==> src/hdl/smo_pkg.sv <==
// Package for the servo motion observer: payload structs, per-servo record,
// motion class codes and classifier thresholds. Depends on nothing; imported
// by smo_motion_calc, servo_motion_observer_top, smo_checker and the testbench.
`default_nettype none

package smo_pkg;

   // Block sizing
   localparam int SERVO_COUNT    = 16;
   localparam int CENTER_DEFAULT = 1500;
   localparam int SERVO_IDX_W    = (SERVO_COUNT > 1) ? $clog2(SERVO_COUNT) : 1;

   // Field limits
   localparam logic [11:0] PULSE_MAX = 12'hFFF;
   localparam logic [7:0]  CONF_MAX  = 8'd255;

   // Classifier thresholds
   localparam logic [11:0] STILL_SPEED   = 12'd5;
   localparam logic [11:0] NEAR_CENTER   = 12'd30;
   localparam logic [11:0] ERRATIC_SPEED = 12'd100;
   localparam logic [12:0] DECEL_ACCEL   = 13'd50;
   localparam logic [11:0] DRIVE_SPEED   = 12'd20;
   localparam logic [11:0] OSC_SPEED_LO  = 12'd10;
   localparam logic [11:0] OSC_SPEED_HI  = 12'd40;
   localparam logic [12:0] OSC_ACCEL     = 13'd10;
   localparam logic [11:0] SMOOTH_SPEED  = 12'd15;

   typedef enum logic [2:0] {
      MC_STILL_OFF    = 3'd0,
      MC_SLOW         = 3'd1,
      MC_DRIVING      = 3'd2,
      MC_DECELERATING = 3'd3,
      MC_BALANCED     = 3'd4,
      MC_ERRATIC      = 3'd5,
      MC_SMOOTH       = 3'd6,
      MC_OSCILLATING  = 3'd7
   } motion_class_type;

   typedef struct packed {
      logic [7:0]  servo_index;
      logic [11:0] pulse_us;
   } req_type;

   typedef struct packed {
      logic [7:0]  servo_echo;
      logic [2:0]  motion_class;
      logic [11:0] speed_us;
      logic [11:0] learned_center;
      logic [11:0] lowest_seen;
      logic [11:0] highest_seen;
      logic [7:0]  sample_confidence;
   } rsp_type;

   typedef struct packed {
      logic [11:0] prev_pulse;
      logic [11:0] prev_speed;
      logic [11:0] center_avg;
      logic [11:0] min_track;
      logic [11:0] max_track;
      logic [7:0]  conf_count;
   } servo_rec_type;

   typedef struct packed {
      servo_rec_type rec;
      logic [11:0]   pulse;
   } calc_in_type;

   typedef struct packed {
      servo_rec_type    rec;
      motion_class_type cls;
   } calc_out_type;

   // Record of a servo that has never been sampled
   function automatic servo_rec_type rec_reset_value();
      servo_rec_type r;
      r.prev_pulse = 12'(CENTER_DEFAULT);
      r.prev_speed = '0;
      r.center_avg = 12'(CENTER_DEFAULT);
      r.min_track  = PULSE_MAX;
      r.max_track  = '0;
      r.conf_count = '0;
      return r;
   endfunction

endpackage

`default_nettype wire

==> src/hdl/smo_motion_calc.sv <==
// Combinational update of one servo record: min/max, speed, acceleration,
// motion class, center average and confidence.
// Depends on smo_pkg.
`default_nettype none

module smo_motion_calc (
   input  smo_pkg::calc_in_type  calc_in,
   output smo_pkg::calc_out_type calc_out
);
   import smo_pkg::*;

   logic signed [12:0] vel;
   logic        [11:0] v;
   logic signed [13:0] acc;
   logic        [12:0] a;
   logic signed [12:0] dpos;
   logic        [11:0] d;
   logic        [14:0] a3_plus3;
   logic        [15:0] ctr_x15;
   motion_class_type   cls;

   // Velocity and its magnitude
   assign vel = $signed({1'b0, calc_in.pulse}) - $signed({1'b0, calc_in.rec.prev_pulse});
   assign v   = vel[12] ? 12'(-vel) : vel[11:0];

   // Acceleration against the stored speed magnitude
   assign acc = $signed({vel[12], vel}) - $signed({2'b00, calc_in.rec.prev_speed});
   assign a   = acc[13] ? 13'(-acc) : acc[12:0];

   // Distance from the center as it stood before this sample
   assign dpos = $signed({1'b0, calc_in.pulse}) - $signed({1'b0, calc_in.rec.center_avg});
   assign d    = dpos[12] ? 12'(-dpos) : dpos[11:0];

   // a < floor(v/3) holds exactly when 3a + 3 <= v
   assign a3_plus3 = 15'({2'b00, a}) + 15'({1'b0, a, 1'b0}) + 15'd3;

   // Pick the first rule that holds
   always_comb begin
      priority if (v < STILL_SPEED && d < NEAR_CENTER) begin
         cls = MC_BALANCED;
      end else if (v < STILL_SPEED) begin
         cls = MC_STILL_OFF;
      end else if (v > ERRATIC_SPEED) begin
         cls = MC_ERRATIC;
      end else if (a > DECEL_ACCEL && v > DRIVE_SPEED) begin
         cls = MC_DECELERATING;
      end else if (v > OSC_SPEED_LO && v < OSC_SPEED_HI && a > OSC_ACCEL) begin
         cls = MC_OSCILLATING;
      end else if (v > SMOOTH_SPEED && a3_plus3 <= {3'b000, v}) begin
         cls = MC_SMOOTH;
      end else if (v > DRIVE_SPEED) begin
         cls = MC_DRIVING;
      end else begin
         cls = MC_SLOW;
      end
   end

   // Center times fifteen, as shift and subtract
   assign ctr_x15 = {calc_in.rec.center_avg, 4'b0000} - {4'b0000, calc_in.rec.center_avg};

   // Build the updated record
   always_comb begin
      calc_out.cls            = cls;
      calc_out.rec.prev_pulse = calc_in.pulse;
      calc_out.rec.prev_speed = v;
      calc_out.rec.center_avg = ctr_x15[15:4] + {4'b0000, calc_in.pulse[11:4]};
      calc_out.rec.min_track  = (calc_in.pulse < calc_in.rec.min_track) ?
                                calc_in.pulse : calc_in.rec.min_track;
      calc_out.rec.max_track  = (calc_in.pulse > calc_in.rec.max_track) ?
                                calc_in.pulse : calc_in.rec.max_track;
      calc_out.rec.conf_count = (calc_in.rec.conf_count == CONF_MAX) ?
                                calc_in.rec.conf_count : calc_in.rec.conf_count + 8'd1;
   end

endmodule

`default_nettype wire

==> src/hdl/servo_motion_observer_top.sv <==
// Top level of the servo motion observer: record memory, update stage,
// result register. Depends on smo_pkg and smo_motion_calc.
//
//   channel | ports                       | beat
//   --------+-----------------------------+---------------------------------
//   request | req_valid req_ready req_data | servo_index, pulse_us
//   result  | rsp_valid rsp_ready rsp_data | one record update per sample
//
// One sample per cycle unless results stall; taking a beat reads its record,
// and the result register and rsp_valid load when the update stage advances.
// A sample for the servo just written is served from the last-write register.
// Reset is synchronous; per-entry valid bits make an unwritten record read as
// its reset value, so no clearing pass is needed.
// A stalled result holds the update stage, which in turn drops req_ready.
// Samples with servo_index at or above the servo count are taken and dropped.
`default_nettype none

module servo_motion_observer_top (
   input  logic             clock,
   input  logic             reset,
   input  logic             req_valid,
   output logic             req_ready,
   input  smo_pkg::req_type req_data,
   output logic             rsp_valid,
   input  logic             rsp_ready,
   output smo_pkg::rsp_type rsp_data
);
   import smo_pkg::*;

   servo_rec_type            rec_mem [SERVO_COUNT];
   servo_rec_type            mem_q_ff;
   logic                     rd_valid_ff;
   logic [SERVO_COUNT-1:0]   entry_valid_ff;

   logic                     s1_valid_ff;
   req_type                  s1_req_ff;
   logic                     lw_valid_ff;
   logic [SERVO_IDX_W-1:0]   lw_idx_ff;
   servo_rec_type            lw_rec_ff;

   logic                     rsp_valid_ff;
   rsp_type                  rsp_data_ff;

   logic                     req_take;
   logic                     in_range;
   logic                     s1_advance;
   logic [SERVO_IDX_W-1:0]   req_idx;
   logic [SERVO_IDX_W-1:0]   s1_idx;
   calc_in_type              calc_in;
   calc_out_type             calc_out;
   rsp_type                  rsp_in;

   // Handshake
   assign s1_advance = s1_valid_ff && (!rsp_valid_ff || rsp_ready);
   assign req_ready  = !s1_valid_ff || s1_advance;
   assign req_take   = req_valid && req_ready;
   assign in_range   = {1'b0, req_data.servo_index} < 9'(SERVO_COUNT);
   assign req_idx    = req_data.servo_index[SERVO_IDX_W-1:0];
   assign s1_idx     = s1_req_ff.servo_index[SERVO_IDX_W-1:0];

   // Read the record on each taken beat
   always_ff @(posedge clock) begin
      if (req_take) begin
         mem_q_ff    <= rec_mem[req_idx];
         rd_valid_ff <= entry_valid_ff[req_idx];
         s1_req_ff   <= req_data;
      end
   end

   // Write the updated record back
   always_ff @(posedge clock) begin
      if (s1_advance) begin
         rec_mem[s1_idx] <= calc_out.rec;
      end
   end

   // Select forwarded, stored or reset record
   always_comb begin
      priority if (lw_valid_ff && lw_idx_ff == s1_idx) begin
         calc_in.rec = lw_rec_ff;
      end else if (rd_valid_ff) begin
         calc_in.rec = mem_q_ff;
      end else begin
         calc_in.rec = rec_reset_value();
      end
      calc_in.pulse = s1_req_ff.pulse_us;
   end

   smo_motion_calc u_calc (
      .calc_in  (calc_in),
      .calc_out (calc_out)
   );

   // Form the result beat
   always_comb begin
      rsp_in.servo_echo        = s1_req_ff.servo_index;
      rsp_in.motion_class      = calc_out.cls;
      rsp_in.speed_us          = calc_out.rec.prev_speed;
      rsp_in.learned_center    = calc_out.rec.center_avg;
      rsp_in.lowest_seen       = calc_out.rec.min_track;
      rsp_in.highest_seen      = calc_out.rec.max_track;
      rsp_in.sample_confidence = calc_out.rec.conf_count;
   end

   // Control registers
   always_ff @(posedge clock) begin
      if (reset) begin
         s1_valid_ff    <= 1'b0;
         lw_valid_ff    <= 1'b0;
         rsp_valid_ff   <= 1'b0;
         entry_valid_ff <= '0;
      end else begin
         if (req_ready) begin
            s1_valid_ff <= req_take && in_range;
         end
         if (s1_advance) begin
            lw_valid_ff            <= 1'b1;
            entry_valid_ff[s1_idx] <= 1'b1;
         end
         if (s1_advance) begin
            rsp_valid_ff <= 1'b1;
         end else if (rsp_ready) begin
            rsp_valid_ff <= 1'b0;
         end
      end
   end

   // Payload registers
   always_ff @(posedge clock) begin
      if (s1_advance) begin
         lw_idx_ff   <= s1_idx;
         lw_rec_ff   <= calc_out.rec;
         rsp_data_ff <= rsp_in;
      end
   end

   assign rsp_valid = rsp_valid_ff;
   assign rsp_data  = rsp_data_ff;

   // A dropped beat leaves the update stage empty
   a_drop_empty: assert property (@(posedge clock) disable iff (reset)
      req_take && !in_range |=> !s1_valid_ff)
      else $error("dropped sample entered the update stage");

   // Every write back produces a result beat
   a_write_result: assert property (@(posedge clock) disable iff (reset)
      s1_advance |=> rsp_valid_ff)
      else $error("record written without a result");

   // A held update stage keeps its sample
   a_s1_hold: assert property (@(posedge clock) disable iff (reset)
      s1_valid_ff && !s1_advance |=> s1_valid_ff && $stable(s1_req_ff))
      else $error("stalled sample lost or changed");

   // A result always has a non-empty tracked range and a nonzero confidence
   a_range_sane: assert property (@(posedge clock) disable iff (reset)
      rsp_valid_ff |-> rsp_data_ff.lowest_seen <= rsp_data_ff.highest_seen &&
                       rsp_data_ff.sample_confidence != 8'd0)
      else $error("result with empty tracked range");

endmodule

`default_nettype wire

==> config.mk <==
export PLATFORM = sky130hd
export DESIGN_NAME = servo_motion_observer_top
export DESIGN_NICKNAME = d
export VERILOG_FILES = /design/src/hdl/smo_pkg.sv /design/src/hdl/smo_motion_calc.sv /design/src/hdl/servo_motion_observer_top.sv
export SDC_FILE = /design/constraint.sdc
export NUM_CORES = 1
export LEC_CHECK = 0
export BUFFER_PORTS_ARGS = -buffer_cell sky130_fd_sc_hd__clkbuf_2
export CAP_MARGIN = 20
export CORE_UTILIZATION = 30
export DETAILED_ROUTE_END_ITERATION = 12
export GPL_TIMING_DRIVEN = 0
export HOLD_SLACK_MARGIN = 0.15
export SYNTH_ARGS = -nofsm -noshare
export SYNTH_HDL_FRONTEND = slang
export SYNTH_SLANG_ARGS = --single-unit
==> constraint.sdc <==
create_clock -name clock -period 18.5 [get_ports clock]
set_input_delay 3.7 -clock clock [delete_from_list [all_inputs] [get_ports clock]]
set_output_delay 3.7 -clock clock [all_outputs]
set_load 0.005 [all_outputs]
# --- Word-level counts from Yosys, hierarchy flattened ---
# Memory sizes are Yosys's and may differ from the RTL's. A register that Yosys moved wholly into a read port is not among the register bits.
# Index checks and enable logic that the tools add are counted.
op_classes:
  n_bitwise: 1
  mux: 22
  reduce_logical: 17
  order_cmp: 16
  eq_ne: 2
  n_addsub: 11
ops:
  columns: ["op", "n"]
  rows:
  - ["$mux W68", 2]
  - ["$mux W12", 4]
  - ["$sub A12 B12 Y13", 2]
  - ["$gt A12 B4 Y1 const B", 2]
  - ["$neg A12 Y12", 2]
  - ["$or A16 B16 Y16", 1]
  - ["$sub A16 B12 Y16", 1]
  - ["$add A13 B14 Y15", 1]
  - ["$add A15 B2 Y15 const B", 1]
  - ["$le A15 B12 Y1", 1]
  - ["$mux W3", 5]
  - ["$sub A13 B13 Y14", 1]
  - ["$gt A13 B4 Y1 const B", 1]
  - ["$gt A13 B6 Y1 const B", 1]
  - ["$mux W13", 1]
  - ["$neg A13 Y13", 1]
  - ["$add A12 B8 Y12", 1]
  - ["$gt A12 B12 Y1", 1]
  - ["$gt A12 B5 Y1 const B", 1]
  - ["$gt A12 B7 Y1 const B", 1]
  - ["$lt A12 B12 Y1", 1]
  - ["$lt A12 B3 Y1 const B", 1]
  - ["$lt A12 B5 Y1 const B", 1]
  - ["$lt A12 B6 Y1 const B", 1]
  - ["17 further kinds", 34]
word_totals:
  input_bits: 24
  output_inout_bits: 69
  memories: 1
  ram_bits: 1088
  wordCells: 88
  reg_bits: 123
mem_list:
  columns: ["name", "depth", "width", "rd", "rd_clocked_by_memory_dff", "wr", "line", "source"]
  rows:
  - ["rec_mem", 16, 68, 1, 1, 1, "servo_motion_observer_top.sv:30", "servo_rec_type rec_mem [SERVO_COUNT];"]

# --- Depth between registers and ports, before layout ---
# Gate-level depths: netlist (run 1).
logic_depth:
  depth_word: 16
  ltp_mapped: 48
  ltp_nobuf: 41

# --- Modules after synthesis ---
# Synthesis (run 1) repeated with hierarchy kept, for this count alone.
hier_totals:
  cells_unflattened: 3177
  area_unflattened_um2: 54907.7
by_module_without_submodules:
  columns: ["module", "cells_per_inst", "n_inst", "area_each_um2"]
  rows:
  - ["servo_motion_observer_top", 2184, 1, 48158.7]
  - ["smo_motion_calc", 993, 1, 6749.0]

# --- Worst setup path after synthesis (run 1) ---
# Ideal clock, no wire load.
synth_path:
  path_kind: "input to register"
  start: "in rsp_ready"
  end: "mem rec_mem[4][0] in the netlist's numbering (enable)"
  stages: 5
  setup_time_ns: 0.580
  slack_ns: 7.344
  arrival_ns: 10.575
  t_required_ns: 17.920
  path_cell_list: "nand2b_1 -> nand2_1 -> inv_1 -> nand3b_1 -> nor3_1"
synth_between:
  elab_chain_cells: 4
synth_rtl:
  columns: ["element", "line", "source"]
  rows:
  - ["from (decl)", "servo_motion_observer_top.sv:25", "input logic rsp_ready,"]
  - ["$logic_or A1 B1 Y1", "servo_motion_observer_top.sv:54", "assign s1_advance = s1_valid_ff && (!rsp_valid_ff || rsp_ready);"]
  - ["$logic_and A1 B1 Y1", "servo_motion_observer_top.sv:54", null]
  - ["net s1_advance", "servo_motion_observer_top.sv:46", "logic s1_advance;"]
  - ["$mux W1", "servo_motion_observer_top.sv:72", "if (s1_advance) begin"]
  - ["$mux W1 (implied by the code)", "servo_motion_observer_top.sv:73", "rec_mem[s1_idx] <= calc_out.rec;"]
  - ["to (decl)", "servo_motion_observer_top.sv:30", null]
# The timed path passes the listed nets, and every way through them passes these cells.

# --- Final worst setup path (run 1) ---
layout_path:
  start: "reg s1_req_ff, in the netlist rsp_in[60]"
  end: "reg rsp_data_ff, in the netlist rsp_data[57], data pin"
layout_between:
  elab_chain_cells: 14
  elab_cells_between_ends: 34
layout_rtl:
  columns: ["element", "line", "source"]
  rows:
  - ["from (decl)", "servo_motion_observer_top.sv:36", "req_type s1_req_ff;"]
  - ["from (signal assigned)", "servo_motion_observer_top.sv:66", "s1_req_ff <= req_data;"]
  - ["$eq A4 B4 Y1 *", "servo_motion_observer_top.sv:79", "priority if (lw_valid_ff && lw_idx_ff == s1_idx) begin"]
  - ["$logic_and A1 B1 Y1 *", "servo_motion_observer_top.sv:79", null]
  - ["$mux W68 *", "servo_motion_observer_top.sv:79", null]
  - ["$sub A12 B12 Y13", "smo_motion_calc.sv:23", "assign vel = $signed({1'b0, calc_in.pulse}) - $signed({1'b0, calc_in.rec.prev_pulse});"]
  - ["$sub A13 B13 Y14", "smo_motion_calc.sv:27", "assign acc = $signed({vel[12], vel}) - $signed({2'b00, calc_in.rec.prev_speed});"]
  - ["$neg A13 Y13", "smo_motion_calc.sv:28", "assign a = acc[13] ? 13'(-acc) : acc[12:0];"]
  - ["$mux W13", "smo_motion_calc.sv:28", null]
  - ["$add A13 B14 Y15", "smo_motion_calc.sv:35", "assign a3_plus3 = 15'({2'b00, a}) + 15'({1'b0, a, 1'b0}) + 15'd3;"]
  - ["$add A15 B2 Y15", "smo_motion_calc.sv:35", null]
  - ["$le A15 B12 Y1", "smo_motion_calc.sv:49", "end else if (v > SMOOTH_SPEED && a3_plus3 <= {3'b000, v}) begin"]
  - ["$logic_and A1 B1 Y1", "smo_motion_calc.sv:49", null]
  - ["$mux W3", "smo_motion_calc.sv:49", null]
  - ["$mux W3", "smo_motion_calc.sv:47", "end else if (v > OSC_SPEED_LO && v < OSC_SPEED_HI && a > OSC_ACCEL) begin"]
  - ["$mux W3", "smo_motion_calc.sv:45", "end else if (a > DECEL_ACCEL && v > DRIVE_SPEED) begin"]
  - ["to (signal assigned)", "servo_motion_observer_top.sv:133", "rsp_data_ff <= rsp_in;"]
  - ["to (decl)", "servo_motion_observer_top.sv:42", "rsp_type rsp_data_ff;"]
# Every way passes the cells marked *; elsewhere a longest branch is shown, timed or not.
# A chain may end at the register's enable or synchronous reset.

==> summary.md, run 1 <==
| Metric | Value |
|---|---|
| Yosys cell types | `89` |
| CP startpoint | `rsp_in[60]` |
| Worst hold path type | `reg2reg` |
| Tmin final | `12.82 ns` |
| #FFs+latches synth | `roughly 1,300` |
| DP HPWL | `102,000 µm` |
| Initial antenna violation count | `3` |
| Cell Area, Synth | `0.0541 mm²` |
| Maximum VDD drop | `0.107 mV` |
| Grt ovf | `0` |
| Fin crit share | `69.3%` |
| Num CTS Buffers | `120` |
| Max-Cap Viols | `0` |
| Total Wirelength | `148,000 µm` |
| Yosys top cell by area | `edfxtp_1` |
| Root buf cell | `clkbuf_16` |
| Critical Path Sink | `rsp_data[57]` |
| Setup Buffers After CTS | `0` |
| WS Path Type | `reg2reg` |
| Dpl ws | `5.78 ns` |
| Crit-path leading delay family | `compound AO/OA/AOI/OAI gates` |
| Number of port buffers | `91` |
| CP Buf/Inv Count | `9` |
| Critical R2R Capture | `rsp_data[57]` |
| Vias per cell | `5.07` |
| Synth top area share | `69.8%` |
| Skew final | `0.0619 ns` |
| Asr flop ratio synth | `0%` |
| # resized after CTS | `0` |
| Crit-path slowest cell | `clkbuf_1` |
| Slew at the pin closest to its max-slew limit | `1.18 ns` |
| Global placement routability congestion | `0.829` |
| Top cells by count, synth | `edfxtp_1, mux4_2, ha_1, nor2_1, a21oi_1` |
| Fmax | `roughly 78 MHz` |
| Core ar. | `approximately 0.18 mm²` |
| Crit path max fanout | `10` |
| Syn Inst Count | `2,853` |
| PwrDens | `113 mW/mm²` |
| Reg2reg path depth | `45` |
| CP max stage delay | `about 0.75 ns` |
| DRT antenna net count | `0` |
| Reg clk slew, reported paths | `0.07 ns` |
| Iter 0 DRT Violations | `3,121` |
| RSZ-0062 raised after global routing | `no` |
| Total of fill cells in the finished design | `16,600` |
| Pin count of the biggest net entering global routing | `63` |
| Gr usage total | `16.1%` |
| # IOs | `93` |
| Register area share after synthesis | `70.5%` |
| Status | `finished, final reports clean` |
| Post-CTS Hold Buffers | `0` |
| Worst setup margin | `5.68 ns` |
| Drt first pass iters | `6` |
| Finished Layout Cells | `approximately 5,700` |
| First-pass GRT wire length | `around 210,000 µm` |
| CP arrival | `13.32 ns` |
| CTS tree | `built` |
| Skew-Pair Late Insertion Delay | `0.75 ns` |
| Inst Count DP | `5,428` |
| Via count | `28,900` |
| Worst hold slack | `0.425 ns` |
| Post-synth EDFFs | `1,256` |
| Slew headroom | `about a fifth` |
| # setup viols final | `0` |
| Initial Util | `30.2%` |
| Row count | `155` |
| Vert. Die Dim | `427 µm` |
| Area delta synth->final | `18.2%` |
| Critical Path End Type | `flop` |
| Leak pwr | `21.0 nW` |
| R2R setup slack | `5.68 ns` |
| Die area | `0.182 mm²` |
| CTS sink cnt | `1,275` |
| Final hold violations | `0` |
| Syn_area_per_cell | `19.0 µm²` |
| CTS max path bufs | `3` |
| Routed wire length per instance | `~26 µm` |
| Critical path required time | `18.99 ns` |
| DRC viols | `0` |
| Dominant cells by area after synthesis | `edfxtp_1, mux4_2, ha_1` |
| H-tree Lvls | `3` |
| Syn nets | `3,000` |
| Most common cell on crit path | `ha_1` |
| Synth warnings | `0` |
| Crit path launch type | `flop` |
| Fin util | `35.7%` |
| R2R Path Start | `rsp_in[60]` |
| Vias in the first global route | `roughly 29,000` |
| Final Max Tran Viols | `0` |
| Most common flop cell mapped by yosys | `edfxtp_1` |
| Share of cells above drive strength 1 | `26.9%` |
| Die X | `427 µm` |
| Levels on crit path | `45` |
| Final nets | `3,382` |
| Most frequent cell after synthesis | `edfxtp_1` |
[cell usage in the layout (no fill, tap or decap), types with 21 or more instances in the layout]
cell / instances
clkbuf_1: 109
xor2_1: 21
and3_1: 36
buf_4: 106
clkinv_2: 25
nor2_1: 107
buf_6: 37
buf_12: 33
xnor2_1: 53
clkbuf_2: 91
nor3_1: 23
buf_16: 24
inv_1: 83
mux2i_1: 30
mux4_2: 345
edfxtp_1: 1256
o21a_1: 22
clkinv_1: 24
ha_1: 119
nand2_1: 75
nor2b_1: 22
o21ai_0: 71
buf_1: 30
buf_8: 28
clkbuf_16: 122
a21o_1: 21
nand3_1: 28
a21oi_1: 86
nand3b_1: 29
[layer usage]
layer  vias up  track usage (%)  share of wire [%]
met4         0             4.13                2.6
met3       208             2.67                6.2
met5         -                0                  0
met1     15200             21.2                 42
met2      1018             27.5                 50
li1      12400                -                  -
[cell type report]
class | count | area, µm² | area share [%]
inverter | 85 | 324 | 0.507
antenna | 1 | 2.50 | 0.00392
clock buffer | 153 | 3170 | 4.96
timing repair buffer | 260 | 2960 | 4.64
sequential | 1275 | 38100 | 59.6
tap | 2355 | 2950 | 4.61
multi-input combinational | 1324 | 14900 | 23.3
buffer | 169 | 862 | 1.35
clock inverter | 72 | 619 | 0.969
[cells by family after synthesis]
kind of cell | synth area share, %
AO/OA/AOI/OAI | 4.05
XOR/XNOR | 1.44
adder cells (fa/ha/maj) | 2.90
buffers and inverters | 2.18
flip-flops | 70.5
multiplexers | 15.0
AND/OR/NAND/NOR | 3.95
[where the power goes]
group | total [mW] | switching, mW | internal (mW) | leakage, nW
combinational | 1.48 | 0.880 | 0.598 | 7.65
sequential | 3.33 | 0.0190 | 3.31 | 11.5
clock | 2.41 | 1.09 | 1.31 | 1.85
total | 7.21 | 1.99 | 5.22 | 21.0
[worst min path at each step]
stage               start  cells past startpoint            to  slack (ns)
6_report       rsp_in[65]                      0  rsp_data[65]        0.43
5_1_grt        rsp_in[65]                      0  rsp_data[65]        0.43
4_1_cts        rsp_in[65]                      0  rsp_data[65]        0.42
3_3_place_gp   rsp_in[64]                      0  rsp_data[64]        0.40
3_5_place_dp   rsp_in[65]                      0  rsp_data[65]        0.41
2_1_floorplan  rsp_in[63]                      0  rsp_data[63]        0.40
[worst register-to-register path, delay by kind of cell, from the launching register on]
family,cells,cell delay (ns)
xor gates and xnor gates,3,0.83
AOI/OAI and AO/OA,18,4.16
and+or+nand+nor,10,2.16
DFF,1,0.42
adders and majority gates,5,1.60
buffers and inverters,9,3.44
[state kept, by name, indices dropped and copies added, names as in the netlist]
register	flops
lw_valid_ff	1
mem_q_ff	68
s1_valid_ff	1
rsp_data	64
calc_in	12
entry_valid_ff	16
lw_idx_ff	3
rec_mem	1088
rsp_in	8
lw_rec_ff	12
rsp_valid	1
rd_valid_ff	1
[per-stage QoR]
step	total power [mW]	setup TNS, ns	cell area [µm²]
final	7.21	0	63900
after CTS	7.24	0	63500
after global routing	7.53	0	63900
after global placement	4.79	-312.76	57500
after detailed placement	4.84	0	59700
after floorplan	4.42	0	54100
Note: power is estimated with default switching activity, not from simulation.
==> run 2: changes to the inputs <==
- clock period: 18.5 -> 12 ns (I/O delays scaled with it)
==> run 2 against run 1 <==
  * Sequential share of layout area down 0.054 points
  * Sequential power up 54%
  * Utilization is essentially flat
  * Flip-flop and latch count is the same
  * Critical path type unchanged
  * Highest routed layer unchanged
==> summary.md, run 2 (synthesis gave the netlist of run 1 again) <==
| Metric | Value |
|---|---|
| Most frequent cells in the layout | `edfxtp_1, mux4_2, clkbuf_16, ha_1` |
| Routed wire length per instance | `about 26 µm` |
| Max-Cap Viols | `0` |
| CP Buf/Inv Count | `6` |
| Iter 0 DRT Violations | `3,039` |
| DP HPWL | `102,000 µm` |
| DRC viols | `0` |
| R2R setup slack | `0.59 ns` |
| Max FFs per register | `1,088` |
| Vert. Die Dim | `427 µm` |
| R2R Path Start | `rd_valid_ff` |
| Initial antenna violation count | `3` |
| Post-CTS Hold Buffers | `0` |
| Pin count of the biggest net entering global routing | `between 60 and 70` |
| CTS max path bufs | `3` |
| Hold EP | `rsp_data[65]` |
| Area delta synth->final | `18.3%` |
| Most common cell after layout, fill and taps aside | `edfxtp_1` |
| Worst setup margin | `roughly 0.59 ns` |
| Die area | `0.182 mm²` |
| RSZ-0062 raised after global routing | `no` |
| # setup viols final | `0` |
| CTS sink cnt | `1,275` |
| Global placement routability congestion | `around 0.83` |
| Finished Layout Cells | `5,694` |
| Gr usage total | `16.1%` |
| Slew at the pin closest to its max-slew limit | `1.23 ns` |
| Placed inst area | `0.0597 mm²` |
| Root buf cell | `clkbuf_16` |
| Tmin final | `11.41 ns` |
| Comb pwr share | `20.6%` |
| WS Path Type | `reg2reg` |
| Core ar. | `roughly 0.18 mm²` |
| Row count | `approximately 160` |
| Worst hold path type | `reg2reg` |
| Reg2reg path depth | `38` |
| Vias per cell | `5.09` |
| Crit-path slowest cell | `edfxtp_1` |
| Sequential share of power | `46.1%` |
| Initial Util | `a little under a third` |
| Dpl ws | `-0.717 ns` |
| Reg clk slew, reported paths | `0.07 ns` |
| PwrDens | `174 mW/mm²` |
| Worst Hold Path Cells | `0` |
| Hold Crit Start | `rsp_in[65]` |
| Maximum VDD drop | `0.166 mV` |
| Switching Fraction | `27.6%` |
| Final nets | `~3,400` |
| Status | `finished, final reports clean` |
| Critical R2R Capture | `rsp_data[57]` |
| # IOs | `93` |
| Clock power share | `33.3%` |
| Skew-Pair Late Insertion Delay | `0.76 ns` |
| Via count | `29,000` |
| Crit path max fanout | `10` |
| Number of port buffers | `91` |
| CP max stage delay | `0.80 ns` |
| Final Max Tran Viols | `0` |
| Grt ovf | `0` |
| Slew headroom | `17.8%` |
| Share of cells above drive strength 1 | `27.3%` |
| First-pass GRT wire length | `210,000 µm` |
| Total Wirelength | `148,000 µm` |
| Leak pwr | `21.1 nW` |
| Fmax | `87.6 MHz` |
| Crit-path leading delay family | `compound AO/OA/AOI/OAI gates` |
| H-tree Lvls | `3` |
| Drt first pass iters | `5` |
| Fin util | `35.8%` |
| Biggest register | `rec_mem` |
| CP arrival | `~12 ns` |
| Critical path required time | `roughly 13 ns` |
| Finished Cell Area | `roughly 0.064 mm²` |
| CTS tree | `built` |
| Num CTS Buffers | `120` |
| Vias in the first global route | `28,900` |
| Critical Path End Type | `flop` |
| Die X | `approximately 430 µm` |
| Fin crit share | `95.1%` |
| Final hold violations | `0` |
| Total chip power | `11.1 mW` |
| Inst Count DP | `5,428` |
| Skew final | `0.0664 ns` |
| Most common cell on crit path | `ha_1` |
| Switch Pwr | `a little over 3 mW` |
| DRT antenna net count | `0` |
| Pint | `about 8.1 mW` |
| Crit path launch type | `flop` |
-- run 2: changes by cell type in the layout (fill, tap and decap cells not counted) --
cell             delta
xor2_2              +3
clkbuf_2            +7
clkdlybuf4s15_1     +1
xnor2_2             +2
clkbuf_1            -9
buf_2               +1
buf_4               +1
xor2_1              -3
buf_1               -1
xnor2_1             -2
-- run 2: worst max-delay path by stage --
stage	startpoint	to	slack, ns	cells after the start
final	rd_valid_ff	rsp_data[57]	0.59	38
after global routing	rsp_in[60]	rsp_data[57]	0.009	47
after CTS	rd_valid_ff	rsp_data[57]	0.04	42
after detailed placement	rsp_in[59]	rsp_data[57]	-0.72	47
after global placement	rsp_ready	rec_mem[4][10]	-7.79	6
after floorplan	rsp_ready	rec_mem[4][0]	2.14	5
-- run 2: area by class of cell --
| class | count | area (µm²) |
|---|---|---|
| Antenna cell | 1 | 2.50 |
| Buffer | 168 | 875 |
| Clock buffer | 153 | 3170 |
| Clock inverter | 72 | 619 |
| Fill cell | 16600 | 115000 |
| Inverter | 85 | 324 |
| Multi-Input combinational cell | 1324 | 15000 |
| Sequential cell | 1275 | 38100 |
| Tap cell | 2355 | 2950 |
| Timing Repair Buffer | 261 | 2970 |
-- run 2: what timing repair did --
action | in CTS | in global routing
setup buffers | 0 | 1
endpoints found under the setup margin | 3 | 3
resized for setup | 7 | 10
pin swaps | 0 | 1
-- run 2: per-stage QoR --
| step | TNS (ns) | hold WS (ns) |
|---|---|---|
| 6_report | 0 | 0.425 |
| 5_1_grt | 0 | 0.427 |
| 4_1_cts | 0 | 0.422 |
| 3_5_place_dp | -1.86 | 0.407 |
| 3_3_place_gp | -2712.66 | 0.401 |
| 2_1_floorplan | 0 | 0.400 |
-- run 2: layer usage --
layer / part of all wire, % / global-route usage, % / routed length [µm] / vias to the layer above
li1: - / - / - / 12400
met1: 42 / 21.2 / 61600 / 15300
met2: 50 / 27.5 / 73400 / 1049
met3: 6.1 / 2.67 / 9010 / 198
met4: 2.5 / 4.13 / 3690 / 0
met5: 0 / 0 / 0 / -
-- run 2: power groups by stage --
stage / logic [mW] / clock network [mW] / registers [mW]
floorplan: 1.60 / 0 / 5.22
global placement: 2.13 / 0 / 5.26
detailed placement: 2.22 / 0 / 5.24
CTS: 2.24 / 3.77 / 5.15
global route: 2.54 / 3.93 / 5.14
finish: 2.29 / 3.71 / 5.13
